### src/design/krib_pkg.sv
// Shared types and constants for the key repeat input buffer.
package krib_pkg;

  localparam int KEY_W  = 12;
  localparam int TIME_W = 16;
  localparam int ADDR_W = 4;
  localparam int DATA_W = 32;

  typedef enum logic [1:0] {
    OP_PRESS   = 2'd0,
    OP_RELEASE = 2'd1,
    OP_TICK    = 2'd2,
    OP_POP     = 2'd3
  } op_t;

  typedef enum logic [1:0] {
    REG_HOLD_LIMIT    = 2'd0,
    REG_REPEAT_PERIOD = 2'd1,
    REG_FRAME_STEP    = 2'd2
  } reg_index_t;

  typedef enum logic [1:0] {
    ST_IDLE,
    ST_WAVE,
    ST_COMPACT
  } state_t;

  typedef struct packed {
    logic [TIME_W-1:0] hold_limit;
    logic [TIME_W-1:0] repeat_period;
    logic [TIME_W-1:0] frame_step;
  } cfg_t;

  typedef struct packed {
    logic              used;
    logic [KEY_W-1:0]  key;
    logic [TIME_W-1:0] held;
    logic              fire;
  } slot_t;

  typedef struct packed {
    logic              valid;
    op_t               op;
    logic [KEY_W-1:0]  key;
    logic              match;
    logic [TIME_W-1:0] match_time;
    logic              match_fire;
    logic              placed;
    logic              found;
    logic [KEY_W-1:0]  found_key;
  } wave_t;

endpackage

### src/design/krib_regs.sv
// Configuration register file with an APB-style access port.
module krib_regs
  import krib_pkg::*;
(
  input  logic              clk,
  input  logic              rst,
  input  logic              psel,
  input  logic              penable,
  input  logic              pwrite,
  input  logic [ADDR_W-1:0] paddr,
  input  logic [DATA_W-1:0] pwdata,
  output logic [DATA_W-1:0] prdata,
  output logic              pready,
  output cfg_t              cfg
);

  logic [1:0] index;
  logic       wr_en;

  assign index  = paddr[3:2];
  assign pready = 1'b1;
  assign wr_en  = psel && penable && pwrite && pready;

  always_ff @(posedge clk) begin
    if (rst) begin
      cfg.hold_limit    <= TIME_W'(250);
      cfg.repeat_period <= TIME_W'(50);
      cfg.frame_step    <= TIME_W'(17);
    end else if (wr_en) begin
      case (index)
        REG_HOLD_LIMIT:    cfg.hold_limit    <= pwdata[TIME_W-1:0];
        REG_REPEAT_PERIOD: cfg.repeat_period <= pwdata[TIME_W-1:0];
        REG_FRAME_STEP:    cfg.frame_step    <= pwdata[TIME_W-1:0];
        default: ;
      endcase
    end
  end

  always_comb begin
    case (index)
      REG_HOLD_LIMIT:    prdata = DATA_W'(cfg.hold_limit);
      REG_REPEAT_PERIOD: prdata = DATA_W'(cfg.repeat_period);
      REG_FRAME_STEP:    prdata = DATA_W'(cfg.frame_step);
      default:           prdata = '0;
    endcase
  end

endmodule

### src/design/krib_cell.sv
// One slot of the buffer: holds a key and its timer and passes the command wave on.
module krib_cell
  import krib_pkg::*;
(
  input  logic  clk,
  input  logic  rst,
  input  cfg_t  cfg,
  input  wave_t wave_in,
  output wave_t wave_out,
  input  logic  shift_en,
  input  logic  hole_in,
  output logic  hole_out,
  input  slot_t next_slot,
  output slot_t slot_out
);

  slot_t             slot;
  slot_t             slot_next;
  wave_t             wave_next;
  logic              key_hit;
  logic              fire_now;
  logic [TIME_W-1:0] t_sub;
  logic [TIME_W:0]   t_sum;
  logic [TIME_W-1:0] t_new;

  assign slot_out = slot;
  assign hole_out = hole_in || !slot.used;
  assign key_hit  = slot.used && (slot.key == wave_in.key);

  always_comb begin
    fire_now = (slot.held == '0) || (slot.held >= cfg.hold_limit);
    if (slot.held == '0) begin
      t_sub = slot.held;
    end else if (slot.held >= cfg.hold_limit) begin
      t_sub = (slot.held > cfg.repeat_period) ? (slot.held - cfg.repeat_period) : '0;
    end else begin
      t_sub = slot.held;
    end
    t_sum = {1'b0, t_sub} + {1'b0, cfg.frame_step};
    t_new = (t_sum > {1'b0, cfg.hold_limit}) ? cfg.hold_limit : t_sum[TIME_W-1:0];
  end

  always_comb begin
    slot_next = slot;
    wave_next = wave_in;
    if (wave_in.valid) begin
      case (wave_in.op)
        OP_PRESS: begin
          if (wave_in.key != '0) begin
            if (key_hit && !wave_in.match) begin
              wave_next.match      = 1'b1;
              wave_next.match_time = slot.held;
              wave_next.match_fire = slot.fire;
            end else if (!slot.used && !wave_in.placed) begin
              slot_next.used   = 1'b1;
              slot_next.key    = wave_in.key;
              slot_next.held   = wave_in.match_time;
              slot_next.fire   = wave_in.match_fire;
              wave_next.placed = 1'b1;
            end
          end
        end
        OP_RELEASE: begin
          if (wave_in.key != '0 && key_hit) begin
            slot_next = '0;
          end
        end
        OP_TICK: begin
          if (slot.used) begin
            slot_next.held = t_new;
            slot_next.fire = fire_now;
          end
        end
        OP_POP: begin
          if (slot.used && slot.fire && !wave_in.found) begin
            wave_next.found     = 1'b1;
            wave_next.found_key = slot.key;
          end
        end
        default: ;
      endcase
    end else if (shift_en && hole_out) begin
      slot_next = next_slot;
    end
  end

  always_ff @(posedge clk) begin
    if (rst) begin
      slot     <= '0;
      wave_out <= '0;
    end else begin
      slot     <= slot_next;
      wave_out <= wave_next;
    end
  end

endmodule

### src/design/key_repeat_input_buffer_top.sv
// Top level of the key repeat input buffer: cell row, sequencer and result register.
// A command walks the row of BUFFER_SLOTS cells one cell per cycle, starting in the
// cycle it is accepted. Press, tick and pop register done once the command leaves the
// last cell; a release first compacts the row, shifting kept keys into emptied slots.
// A new transaction is taken in the cycle done is high; the receiver cannot stall.
// Synchronous reset empties every slot and loads the default timing registers.
module key_repeat_input_buffer_top
  import krib_pkg::*;
#(
  parameter int BUFFER_SLOTS = 2
) (
  input  logic              clk,
  input  logic              rst,
  input  logic              start,
  output logic              busy,
  input  logic [1:0]        operation,
  input  logic [KEY_W-1:0]  key_code,
  output logic              done,
  output logic [KEY_W-1:0]  popped_key,
  output logic              key_found,
  output logic              buffer_empty,
  input  logic              psel,
  input  logic              penable,
  input  logic              pwrite,
  input  logic [ADDR_W-1:0] paddr,
  input  logic [DATA_W-1:0] pwdata,
  output logic [DATA_W-1:0] prdata,
  output logic              pready
);

  cfg_t   cfg;
  state_t state;
  state_t state_next;
  wave_t  wave_link [BUFFER_SLOTS+1];
  slot_t  slot_link [BUFFER_SLOTS+1];
  logic [BUFFER_SLOTS:0]   hole;
  logic [BUFFER_SLOTS-1:0] stray;
  logic   compact;
  logic   shift_en;
  logic   emit;
  wave_t  last_wave;

  krib_regs u_regs (
    .clk     (clk),
    .rst     (rst),
    .psel    (psel),
    .penable (penable),
    .pwrite  (pwrite),
    .paddr   (paddr),
    .pwdata  (pwdata),
    .prdata  (prdata),
    .pready  (pready),
    .cfg     (cfg)
  );

  assign busy = (state != ST_IDLE);

  always_comb begin
    wave_link[0]       = '0;
    wave_link[0].valid = start && !busy;
    wave_link[0].op    = op_t'(operation);
    wave_link[0].key   = key_code;
  end

  assign hole[0]                 = 1'b0;
  assign slot_link[BUFFER_SLOTS] = '0;

  for (genvar i = 0; i < BUFFER_SLOTS; i++) begin : g_cell
    krib_cell u_cell (
      .clk       (clk),
      .rst       (rst),
      .cfg       (cfg),
      .wave_in   (wave_link[i]),
      .wave_out  (wave_link[i+1]),
      .shift_en  (shift_en),
      .hole_in   (hole[i]),
      .hole_out  (hole[i+1]),
      .next_slot (slot_link[i+1]),
      .slot_out  (slot_link[i])
    );
    assign stray[i] = hole[i] && slot_link[i].used;
  end

  assign compact   = ~|stray;
  assign last_wave = wave_link[BUFFER_SLOTS];

  always_ff @(posedge clk) begin
    if (rst) begin
      state <= ST_IDLE;
    end else begin
      state <= state_next;
    end
  end

  always_comb begin
    state_next = state;
    shift_en   = 1'b0;
    emit       = 1'b0;
    case (state)
      ST_IDLE: begin
        if (start) begin
          state_next = ST_WAVE;
        end
      end
      ST_WAVE: begin
        if (last_wave.valid) begin
          if (last_wave.op == OP_RELEASE) begin
            state_next = ST_COMPACT;
          end else begin
            emit       = 1'b1;
            state_next = ST_IDLE;
          end
        end
      end
      ST_COMPACT: begin
        if (compact) begin
          emit       = 1'b1;
          state_next = ST_IDLE;
        end else begin
          shift_en = 1'b1;
        end
      end
      default: state_next = ST_IDLE;
    endcase
  end

  always_ff @(posedge clk) begin
    if (rst) begin
      done <= 1'b0;
    end else begin
      done <= emit;
    end
  end

  always_ff @(posedge clk) begin
    if (emit) begin
      popped_key   <= last_wave.found ? last_wave.found_key : '0;
      key_found    <= last_wave.found;
      buffer_empty <= !slot_link[0].used;
    end
  end

  a_done_after_busy: assert property (@(posedge clk) disable iff (rst)
    done |-> $past(busy))
    else $error("result strobe without a transaction in flight");

  a_done_single: assert property (@(posedge clk) disable iff (rst)
    done |=> !done)
    else $error("result strobe on two cycles in a row");

  a_idle_no_wave: assert property (@(posedge clk) disable iff (rst)
    (state == ST_IDLE) |-> !last_wave.valid)
    else $error("command wave reached the end of the row while idle");

  a_idle_compact: assert property (@(posedge clk) disable iff (rst)
    (state == ST_IDLE) |-> compact)
    else $error("occupied slot behind an empty slot while idle");

endmodule
### config.mk
export PLATFORM = sky130hd
export DESIGN_NAME = key_repeat_input_buffer_top
export DESIGN_NICKNAME = d
export VERILOG_FILES = /design/src/design/krib_pkg.sv /design/src/design/krib_regs.sv /design/src/design/krib_cell.sv /design/src/design/key_repeat_input_buffer_top.sv
export SDC_FILE = /design/constraint.sdc
export NUM_CORES = 1
export LEC_CHECK = 0
export BUFFER_PORTS_ARGS = -buffer_cell sky130_fd_sc_hd__buf_4
export CORE_MARGIN = 2
export CORE_UTILIZATION = 55
export CTS_CLUSTER_SIZE = 28
export DETAILED_ROUTE_END_ITERATION = 6
export GPL_ROUTABILITY_DRIVEN = 0
export PLACE_DENSITY = 0.74
export SLEW_MARGIN = 20
export SYNTH_ARGS = -nofsm -noshare
export SYNTH_HDL_FRONTEND = slang
export SYNTH_SLANG_ARGS = --single-unit
### constraint.sdc
create_clock -name clk -period 6.9 [get_ports clk]
set_input_delay 0.69 -clock clk [delete_from_list [all_inputs] [get_ports clk]]
set_output_delay 0.69 -clock clk [all_outputs]
set_load 0.05 [all_outputs]
== Word-level counts from Yosys, hierarchy flattened ==
Index checks and enable logic that the tools add are counted.

* Bits in registers: 188
* Latch bits: 0
* RAM bits: 0
* Memory bits (read-only): 0
* Bits of input ports: 56
* Output and inout bits: 49
* Word-level logic and storage cells: 168
* Memories kept: 0

* $add $sub $neg: 4
* Multipliers: 0
* Div/mod/pow operators: 0
* Order comparisons: 6
* Eq/ne operators: 30
* Shift operators: 0
* Multiplexer cells: 44
* Bitwise gates (word level): 6
* Reduce and logical (&&, ||, !) cells: 49

{| class="wikitable"
|+ Operator list
! operator !! number
|-
| $mux 30 || 11
|-
| $mux 16 || 8
|-
| $pmux 17 s3 || 2
|-
| $mux 13 || 4
|-
| $pmux 13 s2 || 2
|-
| $pmux 16 s3 || 1
|-
| $add 16x16->17 || 2
|-
| $gt 17x16->1 || 2
|-
| $mux 17 || 2
|-
| $ge 16x16->1 || 2
|-
| $gt 16x16->1 || 2
|-
| $logic_not 16->1 || 2
|-
| $sub 16x16->16 || 2
|-
| $mux 29 || 1
|-
| $eq 12x12->1 || 2
|-
| $reduce_bool 12->1 || 2
|-
| $ne 3x3->1 const B || 7
|-
| $mux 18 || 1
|-
| $logic_and 1x1->1 || 15
|-
| $reduce_and 7->1 || 2
|-
| $eq 2x2->1 const B || 6
|-
| $ne 3x2->1 const B || 4
|-
| $reduce_and 6->1 || 2
|-
| $eq 2x1->1 const B || 5
|-
| other kinds (20) || 50
|}

== Depth between registers and ports, before layout ==
Gate-level depths: netlist (run 1).

* Depth in word-level cells: 10
* Gate-level depth with buffers: 30
* Depth with buffers taken out: 28

== By module ==
From an unflattened synthesis (run 1), not the netlist that was laid out.

* Cells, all modules: 1820
* Area total of the unflattened synthesis: 15448.6 µm²

{| class="wikitable"
|+ By module, submodules not included
! module !! instances !! cells each !! area each (µm²) !! sequential area each (µm²)
|-
| krib_cell at g_cell[1].u_cell || 1 || 760 || 6132.1 || 1541.5
|-
| krib_cell at g_cell[0].u_cell || 1 || 746 || 6113.4 || 1541.5
|-
| krib_regs || 1 || 259 || 2436.1 || 960.9
|-
| key_repeat_input_buffer_top || 1 || 55 || 767.0 || 480.5
|}

== Worst setup path before layout (run 1) ==
No wires, ideal clock.

* Path type: register to register
* From: register g_cell[0].u_cell.slot (netlist bit g_cell[0].u_cell.slot_out[1])
* To: register g_cell[0].u_cell.slot (netlist bit g_cell[0].u_cell.slot_out[2])
* Library setup time: 0.134 ns
* Data arrival time: 5.578 ns
* Data required time: 6.766 ns
* Slack: 1.188 ns
* Stages on the path, launching flop included: 30
* Path buffers: 2
* Clock period less this slack: 5.712 ns
* Cell sequence: dfxtp_1 inv_1 ha_1 inv_1 fa_1 a211oi_1 o21ai_0 nand3_1 nand2_1 a221oi_1 a31o_2 nor2_1 buf_2 a22o_1 fa_1 a211oi_2 o21ai_2 a31oi_4 o21bai_1 mux2_2 o2111ai_1 ha_1 nor3_1 o211ai_1 a211o_1 a31oi_2 buf_6 mux2_1 a22oi_1 a211oi_1

* Longest elaborated chain between the ends: 10
* Elaborated cells on any way between the ends: 13
* Classes of those cells: add/sub: 2; order compare: 3; mux: 7; reduce/logical: 1

{| class="wikitable"
|+ RTL lines
! element !! RTL line !! RTL
|-
| start, declared || krib_cell.sv:17 || <nowiki>slot_t slot;</nowiki>
|-
| start signal, assigned || krib_cell.sv:92 || <nowiki>slot <= slot_next;</nowiki>
|-
| $sub 16x16->16 or $gt 16x16->1 (tied branches) || krib_cell.sv:35 || <nowiki>t_sub = (slot.held > cfg.repeat_period) ? (slot.held - cfg.repeat_period) : '0;</nowiki>
|-
| $mux 16 || krib_cell.sv:35 ||
|-
| $mux 16 || krib_cell.sv:34 || <nowiki>end else if (slot.held >= cfg.hold_limit) begin</nowiki>
|-
| $mux 16 (*) || krib_cell.sv:32 || <nowiki>if (slot.held == '0) begin</nowiki>
|-
| $add 16x16->17 (*) || krib_cell.sv:39 || <nowiki>t_sum = {1'b0, t_sub} + {1'b0, cfg.frame_step};</nowiki>
|-
| $gt 17x16->1 || krib_cell.sv:40 || <nowiki>t_new = (t_sum > {1'b0, cfg.hold_limit}) ? cfg.hold_limit : t_sum[TIME_W-1:0];</nowiki>
|-
| $mux 16 (*) || krib_cell.sv:40 ||
|-
| $mux 17 (*) || krib_cell.sv:69 || <nowiki>if (slot.used) begin</nowiki>
|-
| $pmux 17 s3 (*) || krib_cell.sv:47 || <nowiki>case (wave_in.op)</nowiki>
|-
| $mux 30 (*) || krib_cell.sv:46 || <nowiki>if (wave_in.valid) begin</nowiki>
|}

Mark *: on every way between the ends. The rest lies on a longest branch, timed or not. The select of a mux whose other input is x is not followed.
A chain may end at the register's enable or synchronous reset.

== Worst setup path in the final report (run 1) ==
* From: register, netlist name u_regs.cfg[16]
* To: register g_cell[1].u_cell.slot (netlist bit g_cell[1].u_cell.slot_out[11])

* Longest elaborated chain between the ends: 10
* Elaborated cells on any way between the ends: 11
* Classes of those cells: add/sub: 2; order compare: 2; mux: 7

{| class="wikitable"
|+ RTL lines
! element !! RTL line
|-
| $sub 16x16->16 or $gt 16x16->1 (tied branches) || krib_cell.sv:35
|-
| $mux 16 (*) || krib_cell.sv:35
|-
| $mux 16 (*) || krib_cell.sv:34
|-
| $mux 16 (*) || krib_cell.sv:32
|-
| $add 16x16->17 (*) || krib_cell.sv:39
|-
| $gt 17x16->1 || krib_cell.sv:40
|-
| $mux 16 (*) || krib_cell.sv:40
|-
| $mux 17 (*) || krib_cell.sv:69
|-
| $pmux 17 s3 (*) || krib_cell.sv:47
|-
| $mux 30 (*) || krib_cell.sv:46
|-
| end signal, assigned || krib_cell.sv:92
|-
| end, declared || krib_cell.sv:17
|}

Marks and branches as above.

==> results of run 1 <==
[final cells by class]
type	count	area (µm²)	area share [%]
Sequential cell	187	3880	27.2
Timing Repair Buffer	117	895	6.26
Clock inverter	15	219	1.53
Inverter	73	274	1.92
Multi-Input combinational cell	1165	8240	57.6
Tap cell	285	357	2.49
Clock buffer	17	425	2.98
[synth_stat cells, types with 20 or more instances]
| library cell | instances | area share, % |
|---|---|---|
| inv_1 | 72 | 2.1 |
| a211oi_1 | 36 | 2.1 |
| mux2i_1 | 43 | 3.4 |
| xor2_1 | 39 | 2.7 |
| clkbuf_1 | 44 | 1.3 |
| and2_1 | 46 | 2.3 |
| o211ai_1 | 20 | 1.2 |
| xnor2_1 | 31 | 2.1 |
| a21oi_1 | 102 | 4.0 |
| nand2_1 | 166 | 4.9 |
| a22o_1 | 26 | 1.8 |
| a21o_1 | 24 | 1.4 |
| ha_1 | 137 | 14 |
| buf_4 | 20 | 1.2 |
| dfxtp_1 | 173 | 27 |
| nand3_1 | 35 | 1.4 |
| nor2b_1 | 27 | 1.3 |
| a22oi_1 | 36 | 2.1 |
| o21ai_0 | 61 | 2.4 |
| nor2_1 | 106 | 3.1 |
[registers in the layout, indices dropped and copies added (netlist names)]
name                    count
done                        1
g_cell.u_cell.slot_out     60
popped_key                 12
g_cell.u_cell.wave_out     62
key_found                   1
u_regs.cfg                 48
state                       2
buffer_empty                1
[worst paths after layout]
kind	from	cells past startpoint	slack, ns	end
worst max-delay path	u_regs.cfg[16]$_SDFFE_PP0P_	28	0.27	g_cell[1].u_cell.slot_out[11]$_SDFFE_PP0P_
worst min-delay path	g_cell[0].u_cell.wave_out[12]$_SDFF_PP0_	2	0.45	g_cell[1].u_cell.wave_out[12]$_SDFF_PP0_
worst max register to register	u_regs.cfg[16]$_SDFFE_PP0P_	28	0.27	g_cell[1].u_cell.slot_out[11]$_SDFFE_PP0P_
worst min register to register	g_cell[0].u_cell.wave_out[12]$_SDFF_PP0_	2	0.45	g_cell[1].u_cell.wave_out[12]$_SDFF_PP0_
[worst register-to-register path, delay by kind of cell, from the launching register on]
family / cells / cell delay [ns]
mux: 1 / 0.29
xor+xnor: 1 / 0.17
flops: 1 / 0.40
buf+inv: 2 / 0.18
fa+ha+maj: 5 / 1.59
simple gates: 5 / 0.97
compound gates: 14 / 2.85
[routing by layer]
metal | part of all wire (%) | vias to the layer above | GRT usage [%]
met1 | 44 | 5385 | 42.1
met5 | 0 | - | 0
met2 | 45 | 487 | 47.4
met3 | 7.0 | 87 | 4.00
li1 | - | 5518 | -
met4 | 4.4 | 0 | 12.8
[cell usage in the layout, fill, tap and decap left out, drive strengths merged, types with 24 or more instances in the layout]
master / count
a21oi: 103
dfxtp: 173
a211oi: 39
xnor2: 31
mux2i: 43
nand3: 35
a21o: 24
o21ai: 67
and2: 46
buf: 117
nor2: 106
inv: 81
a22oi: 36
ha: 137
nand2: 166
nor2b: 27
a22o: 26
xor2: 39
[report_power, final]
| group | leakage (nW) | internal [W] | switching, W | total [W] |
|---|---|---|---|---|
| Sequential | 1.52 | 0.00112 | 0.0000360 | 0.00115 |
| Clock | 0.308 | 0.000511 | 0.000545 | 0.00106 |
| Combinational | 4.33 | 0.000353 | 0.000525 | 0.000879 |
| Total | 6.16 | 0.00198 | 0.00111 | 0.00309 |
[cells by family (layout without fill, tap and decap cells)]
logic type | after synthesis | in the layout | share of synthesized area [%]
AO/OA/AOI/OAI | 410 | 410 | 22.6
buffers and inverters | 152 | 222 | 5.48
multiplexers | 55 | 55 | 4.46
AND/OR/NAND/NOR | 472 | 472 | 17.7
XOR/XNOR | 70 | 70 | 4.84
other | 2 | 17 | 0.0593
adder cells (fa/ha/maj) | 141 | 141 | 14.2
flip-flops | 187 | 187 | 30.7
[through the flow]
stage	area (µm²)	hold WS [ns]	util, %	instances	TNS (ns)
after floorplan	12700	0.426	-	1504	0
after global placement	13500	0.431	59.8	1823	0
after detailed placement	13500	0.442	59.8	1823	0
after CTS	14200	0.452	62.7	1855	0
after global routing	14300	0.478	63.1	1859	-0.00657
final	14300	0.453	63.1	1859	0
[timing repair]
item / CTS / global route
gates resized for setup: 0 / 17
buffers inserted: 0 / 4
setup endpoints to repair: 0 / 32
==> impl_metrics.json, run 1 <==
{
  "synth-edff-count": 14,
  "vias": 11477,
  "ys_async_sr_fraction_pct": 0,
  "die_y_um": 156,
  "drc": 0,
  "coreArea_um2": 22600,
  "htreeDepth": 4,
  "cp_common_cell": "ha_1",
  "dp_slack_ns": 0.172,
  "fin_ws_ns": 0.272,
  "die_w_um": 156,
  "maxCapViolCount": 0,
  "cp-start-kind": "flip-flop",
  "dieArea_um2": 24300,
  "grt_use_total_pct": 30.3,
  "gr-total-overflow": 0,
  "finalNetCount": 1758,
  "slew_violations": 0,
  "clk_latency_ns": 0.45,
  "grt_max_degree": 61,
  "critPathBufInv": 2,
  "avgSynthCellArea_um2": 8.51,
  "end_kind": "flip-flop",
  "drtIter0Drc": 1213,
  "ant_nets": 0,
  "routed_wl_um": 36500,
  "setup_viol": 0,
  "p_total_w": 0.00309,
  "clock_path_buffers": 2,
  "crit_path_max_incr_delay_ns": 0.44,
  "crit_slowest_cell": "fa_1",
  "finalHoldViolations": 0,
  "final.period_utilization_pct": 96.1,
  "leakage_nw": 6.16,
  "fillers": 1900,
  "syn_inst": 1489,
  "dr.pass1.iters": 6,
  "max_freq_mhz": 151,
  "post-dp-hpwl_um": 27700,
  "io_pins": 105,
  "clockRootBuffer": "clkbuf_16",
  "rows": 55,
  "clkSinkCount": 187,
  "timing.final.crit_period_ns": 6.63,
  "synth_cell_type_count": 81,
  "diodes": 0,
  "layout-drive-gt1-share_pct": 12.2,
  "crit_arrival_ns": 6.93,
  "antenna_found_initial": 0,
  "cp_max_fo": 5,
  "yosysWarnings": 0,
  "crit_family": "compound AO/OA/AOI/OAI gates",
  "portBuffers": 69,
  "cts_buffers": 17,
  "required_ns": 7.20,
  "postCtsHoldBufs": 0,
  "viasPerCell": 6.17,
  "hp-class": "flip-flop to flip-flop",
  "start_util_pct": 56.0,
  "grt_pass1_vias": 10874,
  "synth_area_um2": 12700,
  "wl_per_cell_um": 19.6,
  "synthFlopType": "dfxtp_1",
  "critPathKind": "flip-flop to flip-flop",
  "slew_headroom_pct": 30.8,
  "grt_first_pass_wirelength_um": 57900,
  "vdd_drop_max_uv": 167,
  "synth-seq-cells": 187,
  "syn_to_final_growth_pct": 12.8,
  "clk_transition_reported_paths_ns": 0.09,
  "clock_skew_ns": 0.0122,
  "seq_area_frac_synth_pct": 30.7,
  "power.density_nw_per_um2": 216,
  "status": "complete, no violations",
  "cts_tree": "yes",
  "tightest_slew_ns": 1.03
}
Note: power is estimated with default switching activity, not from simulation.
==> run 2: changes to the inputs <==
==> constraint.sdc (replaced) <==
create_clock -name clk -period 6.9 [get_ports clk]
set_input_delay 0.69 -clock clk [delete_from_list [all_inputs] [get_ports clk]]
set_output_delay 0.69 -clock clk [all_outputs]
set_load 0.005 [all_outputs]
==> run 2 against run 1 <==
Compared with the run above:
- clock power about the same
- combinational power fell by 4.0%
- maximum frequency shrank 0.78%
- core utilization about the same
- routed wire length increased by 0.26%
- critical path type unchanged
==> impl_metrics.json, run 2 (synthesis gave the netlist of run 1 again) <==
{
  "finalHoldViolations": 0,
  "hold_start": "g_cell[0].u_cell.wave_out[12]$_SDFF_PP0_",
  "drc": 0,
  "gr-total-overflow": 0,
  "swShare_pct": 35.2,
  "dp.cells": 1823,
  "final.period_utilization_pct": 96.8,
  "cp_common_cell": "ha_1",
  "seqPwrFrac_pct": 37.7,
  "crit_slowest_cell": "a2111oi_4",
  "timing.final.crit_period_ns": 6.68,
  "layout_common_cells": "172 x dfxtp_1, 166 x nand2_1, 136 x ha_1",
  "routed_wl_um": 36600,
  "min_path_cells": 2,
  "hold_slack_ns": 0.456,
  "grt_pass1_vias": 10744,
  "cp-start-kind": "flip-flop",
  "start_util_pct": 56.0,
  "max_freq_mhz": 150,
  "crit_path_max_incr_delay_ns": 0.46,
  "vdd_drop_max_uv": 182,
  "combPwrFrac_pct": 27.6,
  "clock_path_buffers": 2,
  "grt_first_pass_wirelength_um": 57500,
  "maxCapViolCount": 0,
  "die_y_um": 156,
  "die_w_um": 156,
  "r2r_slack_ns": 0.22,
  "dieArea_um2": 24300,
  "syn_to_final_growth_pct": 12.8,
  "clock_skew_ns": 0.0150,
  "clk_latency_ns": 0.45,
  "finalSetupTns_ns": 0,
  "power.density_nw_per_um2": 214,
  "rows": 55,
  "dr.pass1.iters": 5,
  "portBuffers": 69,
  "postCtsHoldBufs": 0,
  "ant_nets": 0,
  "setup_viol": 0,
  "slew_violations": 0,
  "clkSinkCount": 187,
  "viasPerCell": 6.18,
  "reg2reg_to": "g_cell[1].u_cell.slot_out[6]$_SDFFE_PP0P_",
  "critPathKind": "flip-flop to flip-flop",
  "tightest_slew_ns": 1.11,
  "ff2ff_path_depth": 28,
  "antenna_found_initial": 0,
  "hp-class": "flip-flop to flip-flop",
  "p_total_w": 0.00306,
  "grt_use_total_pct": 30.2,
  "coreArea_um2": 22600,
  "clock_power_share_pct": 34.7,
  "layout-drive-gt1-share_pct": 12.1,
  "post-dp-hpwl_um": 27600,
  "net-switching-power_w": 0.00107,
  "final_common_cell": "dfxtp_1",
  "htreeDepth": 4,
  "grt_max_degree": 61,
  "fillers": 1899,
  "vias": 11482,
  "clk_transition_reported_paths_ns": 0.08,
  "slew_headroom_pct": 25.8,
  "drtIter0Drc": 1050,
  "diodes": 0,
  "crit_arrival_ns": 6.97,
  "min_to": "g_cell[1].u_cell.wave_out[12]$_SDFF_PP0_",
  "internal_power_w": 0.00198,
  "status": "complete, no violations",
  "largest_reg_flops": 62,
  "fin_cells": 1859,
  "leakage_nw": 6.15,
  "cts_tree": "yes",
  "rsz0062_at_grt": "true",
  "r2r-start": "g_cell[1].u_cell.slot_out[1]$_SDFFE_PP0P_",
  "finalNetCount": 1758,
  "clockRootBuffer": "clkbuf_16",
  "cp_max_fo": 13,
  "regMostFlops": "g_cell.u_cell.wave_out",
  "cts_buffers": 17,
  "io_pins": 105,
  "end_kind": "flip-flop",
  "wl_per_cell_um": 19.7,
  "required_ns": 7.18
}
## run 2: power by group through the flow
stage | registers [W] | logic (W) | clock network [W]
2_1_floorplan | 0.00116 | 0.000595 | 0
3_3_place_gp | 0.00118 | 0.000781 | 0
3_5_place_dp | 0.00118 | 0.000798 | 0
4_1_cts | 0.00115 | 0.000806 | 0.00107
5_1_grt | 0.00116 | 0.000915 | 0.00111
6_report | 0.00115 | 0.000844 | 0.00106
## run 2: critical path: cells and delay by family, from the launching register on
kind                       cells  cell delay [ns]
DFF                            1             0.32
adders and majority gates      4             1.25
AOI/OAI and AO/OA             14             3.15
buffers and inverters          4             0.52
muxes                          1             0.23
and+or+nand+nor                5             1.02
## run 2: worst max path at each step
stage,start,slack [ns],endpoint,cells after the start
finish,g_cell[1].u_cell.slot_out[1]$_SDFFE_PP0P_,0.22,g_cell[1].u_cell.slot_out[6]$_SDFFE_PP0P_,28
global route,g_cell[1].u_cell.slot_out[1]$_SDFFE_PP0P_,-0.05,g_cell[1].u_cell.slot_out[2]$_SDFFE_PP0P_,29
CTS,u_regs.cfg[16]$_SDFFE_PP0P_,0.01,g_cell[1].u_cell.slot_out[3]$_SDFFE_PP0P_,28
detailed placement,g_cell[1].u_cell.slot_out[1]$_SDFFE_PP0P_,0.11,g_cell[1].u_cell.slot_out[9]$_SDFFE_PP0P_,29
global placement,u_regs.cfg[16]$_SDFFE_PP0P_,0.26,g_cell[1].u_cell.slot_out[9]$_SDFFE_PP0P_,28
floorplan,g_cell[0].u_cell.slot_out[1]$_SDFFE_PP0P_,1.19,g_cell[0].u_cell.slot_out[2]$_SDFFE_PP0P_,29
## run 2: layout make-up
| class | instances | area (µm²) | area share, % |
|---|---|---|---|
| clock buffers | 17 | 425 | 2.98 |
| clock inverters | 15 | 220 | 1.54 |
| inverters | 73 | 274 | 1.92 |
| multi-input cells | 1165 | 8230 | 57.6 |
| flip-flops and latches | 187 | 3880 | 27.2 |
| well taps | 285 | 357 | 2.50 |
| repair buffers | 117 | 895 | 6.26 |
## run 2: per-layer routing
layer	part of all wire [%]	wire, µm	global-route usage (%)	up-vias
met5	0	0	0	-
met3	6.4	2350	3.78	107
met2	44	16200	47.3	467
li1	-	-	-	5512
met4	4.8	1760	14.1	0
met1	44	16300	41.5	5396
## run 2: what timing repair did
| item | CTS | global route |
|---|---|---|
| endpoints found under the hold margin | 0 | 0 |
| gates resized for setup | 0 | 16 |
| endpoints found under the setup margin | 0 | 32 |
| buffers inserted | 0 | 4 |
## run 2: through the flow
| step | utilization (%) | area (µm²) | worst slack, ns |
|---|---|---|---|
| 5_1_grt | 63.1 | 14300 | -0.0450 |
| 3_5_place_dp | 59.8 | 13500 | 0.112 |
| 6_report | 63.1 | 14300 | 0.220 |
| 3_3_place_gp | 59.8 | 13500 | 0.261 |
| 4_1_cts | 62.7 | 14200 | 0.00967 |
| 2_1_floorplan | - | 12700 | 1.19 |
